[src/sv/tdrp_pkg.sv]
package tdrp_pkg;

   localparam int unsigned DimWidth   = 13;
   localparam int unsigned PosWidth   = 12;
   localparam int unsigned PctWidth   = 7;
   localparam int unsigned AreaWidth  = 25;
   localparam int unsigned PixWidth   = 32;
   localparam int unsigned CsrIdxWidth = 2;

   localparam logic [CsrIdxWidth-1:0] CSR_FRAME_WIDTH  = 2'd0;
   localparam logic [CsrIdxWidth-1:0] CSR_FRAME_HEIGHT = 2'd1;
   localparam logic [CsrIdxWidth-1:0] CSR_FULL_PERCENT = 2'd2;

   localparam logic [DimWidth-1:0] RESET_WIDTH   = 13'd640;
   localparam logic [DimWidth-1:0] RESET_HEIGHT  = 13'd480;
   localparam logic [PctWidth-1:0] RESET_PERCENT = 7'd75;

   localparam int unsigned RspDataWidth = 80;

   // result word kinds selected by the controller
   typedef enum logic [1:0] {
      OUT_NONE = 2'd0,
      OUT_FULL = 2'd1,
      OUT_RECT = 2'd2
   } out_kind_type;

   // controller -> datapath
   typedef struct packed {
      logic         pix_step;     // accepted pixel
      logic         clear_start;  // begin clearing the map
      logic         clear_step;
      logic         scan_start;   // start of rectangle pass
      logic         scan_step;    // look at one tile
      logic         merge_step;   // compare one table entry
      logic         area_start;
      logic         area_step;
      logic         thr_step;
      logic         emit_load;
      out_kind_type emit_kind;
      logic         emit_next;
   } dp_cmd_type;

   // datapath -> controller
   typedef struct packed {
      logic frame_end;      // the accepted pixel closed the frame
      logic clear_done;
      logic force_full;     // missing snapshot or too many tiles
      logic change_seen;
      logic scan_done;
      logic run_ready;      // a run was closed, merge pass needed
      logic merge_done;
      logic table_full;
      logic area_done;
      logic over_thr;
      logic no_rects;
      logic emit_last;
   } dp_stat_type;

endpackage

[src/sv/tdrp_ctrl.sv]
module tdrp_ctrl (
   input  logic                  clock,
   input  logic                  reset,
   input  logic                  in_valid,
   output logic                  in_ready,
   output logic                  out_valid,
   input  logic                  out_ready,
   output tdrp_pkg::dp_cmd_type  cmd,
   input  tdrp_pkg::dp_stat_type stat
);
   import tdrp_pkg::*;

   typedef enum logic [9:0] {
      ST_CLEAR = 10'b0000000001,
      ST_PIX   = 10'b0000000010,
      ST_SCAN0 = 10'b0000000100,
      ST_SCAN  = 10'b0000001000,
      ST_MERGE = 10'b0000010000,
      ST_AREA  = 10'b0000100000,
      ST_THR0  = 10'b0001000000,
      ST_THR   = 10'b0010000000,
      ST_DEC   = 10'b0100000000,
      ST_OUT   = 10'b1000000000
   } state_type;

   state_type    st_ff, st_in;
   out_kind_type kind_ff, kind_in;
   logic         ov_ff, ov_in;
   logic         clr_go_ff, clr_go_in;

   assign in_ready  = st_ff == ST_PIX;
   assign out_valid = ov_ff;

   always_comb begin
      st_in = st_ff; kind_in = kind_ff; ov_in = ov_ff; clr_go_in = 1'b0;
      cmd = '0;
      cmd.emit_kind = kind_ff;
      unique case (st_ff)
         ST_CLEAR: begin
            cmd.clear_step = 1'b1;
            if (stat.clear_done) st_in = ST_PIX;
         end
         ST_PIX: begin
            if (in_valid) begin
               cmd.pix_step = 1'b1;
               if (stat.frame_end) st_in = ST_SCAN0;
            end
         end
         ST_SCAN0: begin
            if (stat.force_full) begin
               kind_in = OUT_FULL; st_in = ST_DEC;
            end else if (!stat.change_seen) begin
               kind_in = OUT_NONE; st_in = ST_DEC;
            end else begin
               cmd.scan_start = 1'b1; st_in = ST_SCAN;
            end
         end
         ST_SCAN: begin
            if (stat.run_ready) st_in = ST_MERGE;
            else if (stat.scan_done) begin
               cmd.area_start = 1'b1; st_in = ST_AREA;
            end else cmd.scan_step = 1'b1;
         end
         ST_MERGE: begin
            if (stat.table_full) begin
               kind_in = OUT_FULL; st_in = ST_DEC;
            end else begin
               cmd.merge_step = 1'b1;
               if (stat.merge_done) st_in = ST_SCAN;
            end
         end
         ST_AREA: begin
            cmd.area_step = 1'b1;
            if (stat.area_done) st_in = ST_THR0;
         end
         ST_THR0: begin
            cmd.thr_step = 1'b1; st_in = ST_THR;
         end
         ST_THR: begin
            if (stat.over_thr) kind_in = OUT_FULL;
            else if (stat.no_rects) kind_in = OUT_NONE;
            else kind_in = OUT_RECT;
            st_in = ST_DEC;
         end
         ST_DEC: begin
            cmd.emit_load = 1'b1; ov_in = 1'b1; st_in = ST_OUT;
         end
         ST_OUT: begin
            if (out_ready) begin
               if (kind_ff != OUT_RECT || stat.emit_last) begin
                  ov_in = 1'b0; clr_go_in = 1'b1; st_in = ST_CLEAR;
               end else cmd.emit_next = 1'b1;
            end
         end
         default: st_in = ST_CLEAR;
      endcase
      cmd.clear_start = clr_go_ff;
   end

   always_ff @(posedge clock) begin
      if (reset) begin
         st_ff <= ST_CLEAR; kind_ff <= OUT_NONE; ov_ff <= 1'b0; clr_go_ff <= 1'b1;
      end else begin
         st_ff <= st_in; kind_ff <= kind_in; ov_ff <= ov_in; clr_go_ff <= clr_go_in;
      end
   end

endmodule

[config.mk]
export PLATFORM = sky130hd
export DESIGN_NAME = tdrp_ctrl
export DESIGN_NICKNAME = d
export VERILOG_FILES = /design/src/sv/tdrp_pkg.sv /design/src/sv/tdrp_ctrl.sv
export SDC_FILE = /design/constraint.sdc
export NUM_CORES = 1
export LEC_CHECK = 0
export ABC_AREA = 1
export BUFFER_PORTS_ARGS = -buffer_cell sky130_fd_sc_hd__clkbuf_2
export CAP_MARGIN = 20
export CORE_MARGIN = 5
export CORE_UTILIZATION = 40
export CTS_BUF_LIST = sky130_fd_sc_hd__clkbuf_8 sky130_fd_sc_hd__clkbuf_16
export DETAILED_ROUTE_END_ITERATION = 6
export PLACE_DENSITY = 0.75
export SKIP_CTS_REPAIR_TIMING = 1
export SLEW_MARGIN = 10
export SYNTH_ARGS = -nofsm -noshare
export SYNTH_HDL_FRONTEND = slang
export SYNTH_SLANG_ARGS = --single-unit
[constraint.sdc]
create_clock -name clock -period 1.39 [get_ports clock]
set_input_delay 0.278 -clock clock [delete_from_list [all_inputs] [get_ports clock]]
set_output_delay 0.278 -clock clock [all_outputs]
set_load 0.01 [all_outputs]
==> results of run 1 <==
==> area by class of cell <==
| cell class | instances | area, sq um | share of cell area, % |
|---|---|---|---|
| Timing Repair Buffer | 60 | 375 | 22.4 |
| Sequential cell | 14 | 285 | 17.0 |
| Multi-Input combinational cell | 127 | 778 | 46.5 |
| Tap cell | 31 | 38.8 | 2.32 |
| Clock buffer | 4 | 55.1 | 3.29 |
| Inverter | 38 | 143 | 8.51 |
==> kinds of logic (layout without fill, tap and decap cells) <==
group	Yosys count	count (layout)	share of synthesized area (%)
flip-flops	14	14	24.5
AO/OA/AOI/OAI	12	12	6.33
buffers and inverters	39	102	13.1
AND/OR/NAND/NOR	115	115	56.1
==> how the worst max path moves through the flow <==
| stage | end | slack (ps) | depth (start not counted) |
|---|---|---|---|
| floorplan | cmd[10] | -20 | 3 |
| detailed placement | st_ff[3] | -100 | 9 |
| global route | cmd[0] | -410 | 6 |
| global placement | cmd[10] | -90 | 5 |
| CTS | cmd[9] | -400 | 6 |
| finish | cmd[0] | -320 | 6 |
==> cells in the final DEF (no fill, tap or decap) <==
| cell type | n |
|---|---|
| dfxtp_1 | 10 |
| nor2_1 | 20 |
| nor2_4 | 11 |
| nand3b_1 | 2 |
| nor3b_2 | 1 |
| nor3_1 | 1 |
| buf_4 | 30 |
| o211ai_1 | 2 |
| o21ai_2 | 1 |
| buf_2 | 1 |
| nand2_1 | 28 |
| or2_2 | 1 |
| nand2_2 | 8 |
| inv_2 | 6 |
| clkbuf_2 | 29 |
| nor4_2 | 2 |
| clkinv_1 | 1 |
| nor2_2 | 8 |
| nand3_2 | 7 |
| nand3_1 | 15 |
| clkbuf_8 | 4 |
| dfxtp_2 | 4 |
| o21ai_0 | 4 |
| o2111ai_1 | 1 |
| nor3_2 | 1 |
| inv_1 | 31 |
| o21ai_1 | 2 |
| a21oi_1 | 2 |
| nand4_1 | 6 |
| nand2_4 | 4 |
==> where the power goes <==
| part | switching, mW | internal [mW] | total, mW |
|---|---|---|---|
| Sequential | 0.0406 | 0.438 | 0.479 |
| Combinational | 0.545 | 0.412 | 0.957 |
| Clock | 0.162 | 0.251 | 0.414 |
| Total | 0.748 | 1.10 | 1.85 |
==> cell usage after synthesis <==
| master | number | area (sq um) |
|---|---|---|
| nor3_1 | 1 | 5.00 |
| dfxtp_1 | 14 | 280 |
| inv_2 | 5 | 18.8 |
| o2111ai_1 | 1 | 8.76 |
| o21ai_1 | 1 | 5.00 |
| nor4_1 | 2 | 12.5 |
| nor3_2 | 1 | 10.0 |
| o211ai_1 | 2 | 15.0 |
| nand4_1 | 6 | 37.5 |
| o21ai_2 | 1 | 8.76 |
| clkinv_1 | 1 | 3.75 |
| nor2_4 | 7 | 78.8 |
| nand2_4 | 4 | 45.0 |
| nand2_1 | 30 | 113 |
| a21oi_1 | 2 | 10.0 |
| nand3b_1 | 2 | 15.0 |
| nand2_2 | 6 | 37.5 |
| nor2_1 | 24 | 90.1 |
| nor2_2 | 8 | 50.1 |
| inv_1 | 32 | 120 |
| nand3_2 | 5 | 50.1 |
| nor3b_1 | 1 | 7.51 |
| nand3_1 | 17 | 85.1 |
| buf_4 | 1 | 7.51 |
| or2_2 | 1 | 6.26 |
| o21ai_0 | 5 | 25.0 |
==> state kept, by name (all words and copies together) (netlist names) <==
register / count
clr_go_ff: 1
st_ff: 10
kind_ff: 2
out_valid: 1
==> layer usage <==
layer  share of wire [%]  up-vias  track usage [%]
li1                    -      700                -
met1                  43      599             19.7
met2                  48       61             25.0
met3                 7.8        8             2.84
met4                 1.8        0             5.71
met5                   0        -                0
==> through the flow <==
stage	std cells	power (mW)	worst slack (ps)	hold slack, ps
6_report	274	1.85	-322	238
5_1_grt	274	1.95	-409	251
4_1_cts	267	1.72	-398	245
3_5_place_dp	263	1.31	-104	490
3_3_place_gp	263	1.29	-85.3	474
2_1_floorplan	180	1.02	-22.1	347
==> flow_metrics.py, run 1 <==
metrics = {
    "die": {
        "die_y_um": 63.5,
        "die_width_um": 63.5,
        "ioPinCount": 31,
        "core-area_sq_um": 2760,
        "die_area_sq_um": 4040,
        "fp-row-count": 19,
        "start_util_pct": 41.6,
    },
    "setup_path": {
        "crit_fanout": 6,
        "cp.arrival_ps": 1430,
        "crit_required_ps": 1110,
        "reg2reg_from": "st_ff[7]",
        "critical_path.cell_chain": "nor2_4 -> nand2_4 -> nor2_4 -> nand2_1 -> nor3b_2 -> clkbuf_2",
        "cp_slowest_cell": "dfxtp_2",
        "r2r_end": "st_ff[4]",
        "path_common_cell": "nor2_4",
        "critPathMaxStageDelay_ps": 340,
        "critPathLaunchType": "flop",
        "startpoint": "st_ff[7]",
        "critical_path.top_delay_family": "simple AND/OR/NAND/NOR gates",
        "critPathBufInv": 1,
        "end_kind": "primary output",
        "reg2reg_depth": 12,
        "crit_type": "reg -> out",
        "r2r_slack_ps": -190,
    },
    "grt": {
        "grt_max_degree": 10,
        "grt-ovfl-total": 0,
        "grt_use_total_pct": 15.3,
        "grt_pass1_vias": 1139,
        "grt_pass1_wl_um": 5020,
        "antenna_found_initial": 0,
    },
    "cts": {
        "cts_buffers": 3,
        "cts_buffer_depth": 2,
        "h-tree-depth": 1,
        "cts.root.buffer_cell": "clkbuf_8",
        "clk_pin_slew_ps": 70,
        "clock-sinks": 14,
        "tritoncts": "built",
        "clock_latency_ps": 250,
    },
    "finish": {
        "diodes": 0,
        "post-route-util_pct": 60.8,
        "drive_gt1_share_pct": 48.6,
        "fin_area_sq_um": 1680,
        "area_growth_pct": 46.2,
        "fill_cells": 262,
        "finalNetCount": 260,
    },
    "outcome": {
        "status": "finished with violations",
        "violations": "negative setup slack",
    },
    "power_and_ir_drop": {
        "ir_worst_vdd_mv": 0.861,
        "power_density_nw_per_um2": 1100,
        "p_leak_nw": 0.908,
    },
    "sta": {
        "period_share_pct": 123,
        "setup_ws_ps": -322,
        "timing.setup.tns_ps": -4240,
        "fin_skew_ps": 6.63,
        "worstMarginPinSlew_ps": 315,
        "fmax_mhz": 584,
        "drv_slew": 0,
        "rsz0062_at_grt": "yes",
        "final-setup-viol-count": 22,
        "hold_viol": 0,
        "period_minus_slack_ps": 1710,
        "slew_headroom_pct": 78.9,
    },
    "routing": {
        "via_count": 1368,
        "routed_via_density": 4.99,
        "drt_iter0_markers": 47,
        "drt-total-wl_um": 3380,
        "route.detailed.drc": 0,
        "dr.pass1.iters": 4,
        "drtAntennaViolNets": 0,
        "routedWlPerCell_um": 12.3,
    },
    "worst_hold_path": {
        "min_to": "st_ff[9]",
        "min_path_cells": 2,
        "hp-class": "in -> reg",
        "hold_start": "reset",
    },
    "yosys": {
        "yosys_warnings": 0,
        "synth_cell_types": 26,
        "synthesis.nets": 196,
        "synth.avg_cell_area_sq_um": 6.37,
        "ys_ff_latch": 14,
        "postSynthCellCount": 180,
        "syn_area_sq_um": 1150,
        "ys_seq_area_share_pct": 24.5,
    },
    "placed_design": {
        "portBuffers": 30,
        "place_congestion": 0.883,
        "hpwl_um": 2570,
        "dpl_cell_area_sq_um": 1510,
    },
    "job": {
        "cap_violations": 0,
    },
}
Power figures use the tool's default switching activity.
==> run 2: changes to the inputs <==
--- a/config.mk
+++ b/config.mk
@@ -9,10 +9,10 @@
 export BUFFER_PORTS_ARGS = -buffer_cell sky130_fd_sc_hd__clkbuf_2
 export CAP_MARGIN = 20
 export CORE_MARGIN = 5
-export CORE_UTILIZATION = 40
+export CORE_UTILIZATION = 26
 export CTS_BUF_LIST = sky130_fd_sc_hd__clkbuf_8 sky130_fd_sc_hd__clkbuf_16
 export DETAILED_ROUTE_END_ITERATION = 6
-export PLACE_DENSITY = 0.75
+export PLACE_DENSITY = 0.56
 export SKIP_CTS_REPAIR_TIMING = 1
 export SLEW_MARGIN = 10
 export SYNTH_ARGS = -nofsm -noshare
==> flow_metrics.py, run 2 (same netlist as run 1, synthesis figures left out) <==
metrics = {
    "cts": {
        "h-tree-depth": 1,
        "cts_buffer_depth": 2,
        "cts_buffers": 3,
        "tritoncts": "built",
        "cts.root.buffer_cell": "clkbuf_8",
        "clk_pin_slew_ps": 70,
        "clock_latency_ps": 250,
        "clock-sinks": 14,
    },
    "placed_design": {
        "portBuffers": 30,
        "dpl_cell_area_sq_um": 1570,
        "dp_cells": 289,
        "hpwl_um": 2830,
        "place_worst_setup_slack_ps": -124,
        "place_congestion": 0.894,
    },
    "routing": {
        "via_count": 1365,
        "drt-total-wl_um": 3650,
        "drtAntennaViolNets": 0,
        "routed_via_density": 4.43,
        "routedWlPerCell_um": 11.8,
        "dr.pass1.iters": 4,
        "drt_iter0_markers": 83,
        "route.detailed.drc": 0,
    },
    "die": {
        "fp-row-count": 24,
        "die_area_sq_um": 5840,
        "ioPinCount": 31,
        "start_util_pct": 26.5,
        "die_y_um": 76.4,
        "die_width_um": 76.4,
        "core-area_sq_um": 4320,
    },
    "setup_path": {
        "crit_type": "reg -> out",
        "crit_required_ps": 1110,
        "startpoint": "st_ff[9]",
        "end_kind": "primary output",
        "critPathLaunchType": "flop",
        "r2r_end": "st_ff[4]",
        "r2r_slack_ps": -200,
        "reg2reg_from": "st_ff[6]",
        "reg2reg_depth": 12,
        "crit_fanout": 5,
        "cp.arrival_ps": 1450,
    },
    "sta": {
        "slew_headroom_pct": 76.4,
        "fmax_mhz": 578,
        "timing.hold.ws_ps": 240,
        "worstMarginPinSlew_ps": 352,
        "final-setup-viol-count": 22,
        "hold_viol": 0,
        "period_minus_slack_ps": 1730,
        "drv_slew": 0,
        "setup_ws_ps": -339,
        "fin_skew_ps": 1.11,
        "period_share_pct": 124,
        "rsz0062_at_grt": "yes",
    },
    "grt": {
        "grt_use_total_pct": 11.1,
        "antenna_found_initial": 0,
        "grt_pass1_vias": 1147,
        "grt_max_degree": 10,
        "grt_pass1_wl_um": 5210,
        "grt-ovfl-total": 0,
    },
    "outcome": {
        "status": "finished with violations",
        "violations": "negative setup slack",
    },
    "power_and_ir_drop": {
        "p_leak_nw": 0.978,
        "ir_worst_vdd_mv": 0.578,
        "power_density_nw_per_um2": 1050,
    },
    "finish": {
        "final_cell_mix": "buf_4, inv_1, nand2_1",
        "reg_top3": "st_ff (10), kind_ff (2)",
        "diodes": 0,
        "largest_reg_flops": 10,
        "area_growth_pct": 64.5,
        "post-route-util_pct": 43.6,
        "fin_area_sq_um": 1890,
        "drive_gt1_share_pct": 55.5,
        "top_register": "st_ff",
        "finalNetCount": 273,
        "layout_commonest_cell": "buf_4",
        "final_cells": 308,
    },
    "worst_hold_path": {
        "min_to": "st_ff[9]",
        "min_path_cells": 2,
        "hold_start": "reset",
        "hp-class": "in -> reg",
    },
    "job": {
        "cap_violations": 0,
    },
}
-- run 2: power breakdown --
group	total [mW]	switching (mW)	internal [mW]
clock	0.422	0.171	0.251
combinational	1.09	0.593	0.497
sequential	0.469	0.0375	0.431
-- run 2: how the worst max path moves through the flow --
stage | endpoint | slack [ps] | cells past startpoint
2_1_floorplan | cmd[10] | -20 | 3
3_3_place_gp | cmd[9] | -140 | 6
3_5_place_dp | cmd[9] | -120 | 6
4_1_cts | cmd[9] | -410 | 6
5_1_grt | cmd[6] | -420 | 8
6_report | cmd[6] | -340 | 8
-- run 2: worst max-delay path: stages (launching register included) --
cell and delay [ps]:
dfxtp_4 360, nor2_4 200, nand2_2 90, nor2_4 160, nand2_2 60, nor2_1 80, nand2_1 70, inv_1 50
buf_2 120
-- run 2: final cells by class --
cell class	instances	area, sq um
Clock buffer	4	55.1
Fill cell	467	2440
Inverter	38	143
Multi-Input combinational cell	127	828
Sequential cell	14	292
Tap cell	52	65.1
Timing Repair Buffer	73	503
-- run 2: metal layers --
metal	wire length (um)	up-vias	global-route usage, %
met4	44	0	4.20
met1	1680	607	14.6
met3	187	6	2.84
met2	1740	33	17.3
met5	0	-	0
li1	-	719	-
-- run 2: through the flow --
stage	setup TNS (ps)	total power, mW
4_1_cts	-4900	1.78
2_1_floorplan	-51.7	1.02
5_1_grt	-6500	2.09
3_3_place_gp	-1320	1.35
6_report	-4700	1.98
3_5_place_dp	-1390	1.36
==> run 3: changes to the inputs <==
--- a/config.mk
+++ b/config.mk
@@ -9,11 +9,10 @@
 export BUFFER_PORTS_ARGS = -buffer_cell sky130_fd_sc_hd__clkbuf_2
 export CAP_MARGIN = 20
 export CORE_MARGIN = 5
-export CORE_UTILIZATION = 26
+export CORE_UTILIZATION = 34
 export CTS_BUF_LIST = sky130_fd_sc_hd__clkbuf_8 sky130_fd_sc_hd__clkbuf_16
 export DETAILED_ROUTE_END_ITERATION = 6
-export PLACE_DENSITY = 0.56
-export SKIP_CTS_REPAIR_TIMING = 1
+export PLACE_DENSITY = 0.67
 export SLEW_MARGIN = 10
 export SYNTH_ARGS = -nofsm -noshare
 export SYNTH_HDL_FRONTEND = slang
==> flow_metrics.py, run 3 (same netlist as run 1, synthesis figures left out) <==
metrics = {
    "cts": {
        "clock_latency_ps": 250,
        "clock-sinks": 14,
        "tritoncts": "built",
        "h-tree-depth": 1,
        "cts.root.buffer_cell": "clkbuf_8",
        "postCtsHoldBufs": 0,
        "cts_buffer_depth": 2,
        "cts_buffers": 3,
        "clk_pin_slew_ps": 60,
    },
    "setup_path": {
        "end_kind": "primary output",
        "critPathLaunchType": "flop",
        "critPathBufInv": 2,
        "crit_fanout": 5,
        "crit_required_ps": 1110,
        "critPathMaxStageDelay_ps": 330,
        "reg2reg_from": "st_ff[7]",
        "cp_slowest_cell": "dfxtp_2",
        "critical_path.cell_chain": "nor2_4 -> nand2_4 -> nor4_2 -> buf_4 -> clkbuf_2",
        "critical_path.top_delay_family": "simple AND/OR/NAND/NOR gates",
        "startpoint": "st_ff[8]",
        "cp.arrival_ps": 1420,
        "crit_type": "reg -> out",
    },
    "finish": {
        "post-route-util_pct": 56.7,
        "finalNetCount": 272,
        "largest_reg_flops": 10,
        "area_growth_pct": 63.9,
        "reg_top3": "st_ff (10), kind_ff (2)",
        "layout_commonest_cell": "buf_4",
        "top_register": "st_ff",
        "diodes": 0,
        "final_cell_mix": "buf_4, inv_1, nand2_1",
        "fill_cells": 322,
        "drive_gt1_share_pct": 55.3,
        "fin_area_sq_um": 1880,
    },
    "sta": {
        "timing.hold.ws_ps": 228,
        "rsz0062_at_grt": "yes",
        "period_share_pct": 122,
        "drv_slew": 0,
        "fin_skew_ps": 0.525,
        "hold_viol": 0,
        "final-setup-viol-count": 22,
        "worstMarginPinSlew_ps": 395,
        "slew_headroom_pct": 73.5,
        "timing.setup.tns_ps": -4510,
        "period_minus_slack_ps": 1700,
        "setup_ws_ps": -310,
        "fmax_mhz": 588,
    },
    "placed_design": {
        "hpwl_um": 2550,
        "place_congestion": 0.846,
        "dpl_cell_area_sq_um": 1530,
        "portBuffers": 30,
    },
    "grt": {
        "antenna_found_initial": 0,
        "grt_max_degree": 10,
        "grt_use_total_pct": 16.0,
        "grt_pass1_vias": 1289,
        "grt-ovfl-total": 0,
        "grt_pass1_wl_um": 5540,
    },
    "die": {
        "core-area_sq_um": 3310,
        "die_y_um": 68.1,
        "fp-row-count": 21,
        "ioPinCount": 31,
        "die_width_um": 68.1,
        "die_area_sq_um": 4630,
        "start_util_pct": 34.6,
    },
    "routing": {
        "routed_via_density": 4.58,
        "drt-total-wl_um": 3520,
        "routedWlPerCell_um": 11.7,
        "drtAntennaViolNets": 0,
        "dr.pass1.iters": 4,
        "drt_iter0_markers": 25,
        "route.detailed.drc": 0,
        "via_count": 1379,
    },
    "worst_hold_path": {
        "hold_start": "reset",
        "hp-class": "in -> reg",
    },
    "power_and_ir_drop": {
        "ir_worst_vdd_mv": 0.559,
        "finalPower_mw": 2.07,
        "p_leak_nw": 0.990,
        "power_density_nw_per_um2": 1100,
    },
    "job": {
        "cap_violations": 0,
    },
    "outcome": {
        "status": "finished with violations",
        "violations": "negative setup slack",
    },
}
-- run 3: cell types whose count changed in the layout (fill, tap and decap cells not counted), moves of 2 or more --
cell     previous run  this run
dfxtp_2             3         8
buf_4              40        37
dfxtp_1             9         6
nor2_1             22        20
nand2_2            11         6
dfxtp_4             2         0
nand2_1            23        27
buf_6               6         9
inv_2              10         8
-- run 3: final cells by class --
class | count | area [sq um] | area share (%)
sequential | 14 | 290 | 15.5
clock buffer | 4 | 55.1 | 2.93
timing repair buffer | 72 | 509 | 27.1
inverter | 38 | 148 | 7.86
multi-input combinational | 127 | 818 | 43.6
tap | 46 | 57.6 | 3.06
-- run 3: per-stage QoR --
| stage | cells | setup slack, ps |
|---|---|---|
| final | 301 | -310 |
| after global routing | 301 | -372 |
| after CTS | 297 | -285 |
| after detailed placement | 279 | -122 |
| after global placement | 279 | -86.4 |
| after floorplan | 180 | -22.1 |
-- run 3: repair_timing --
action,CTS,global route
pin swaps,12,13
endpoints found under the setup margin,20,22
resized for setup,21,33
setup buffers,14,4
-- run 3: path summary, 6_finish.rpt --
kind                endpoint  slack, ps  cells after the start
setup / recovery     cmd[10]       -310                      5
hold / removal    kind_ff[0]        230                      2
setup reg to reg    st_ff[8]       -250                     13
hold reg to reg    out_valid        490                      2
-- run 3: worst reg2reg max path, delay by kind of cell, from the launching register on --
kind	cells	cell delay (ps)
DFF	1	330
buffers and inverters	3	240
and+or+nand+nor	10	1000
-- run 3: routing by layer --
| metal | GRT usage [%] | wire (um) |
|---|---|---|
| met1 | 17.8 | 1480 |
| met2 | 30.2 | 1810 |
| met3 | 1.81 | 179 |
| met4 | 6.95 | 47 |
| met5 | 0 | 0 |
-- run 3: power by group --
part | switching, mW | internal (mW) | leakage (nW)
logic | 0.626 | 0.553 | 0.844
clock network | 0.168 | 0.252 | 0.0288
registers | 0.0337 | 0.441 | 0.117
total | 0.828 | 1.25 | 0.990
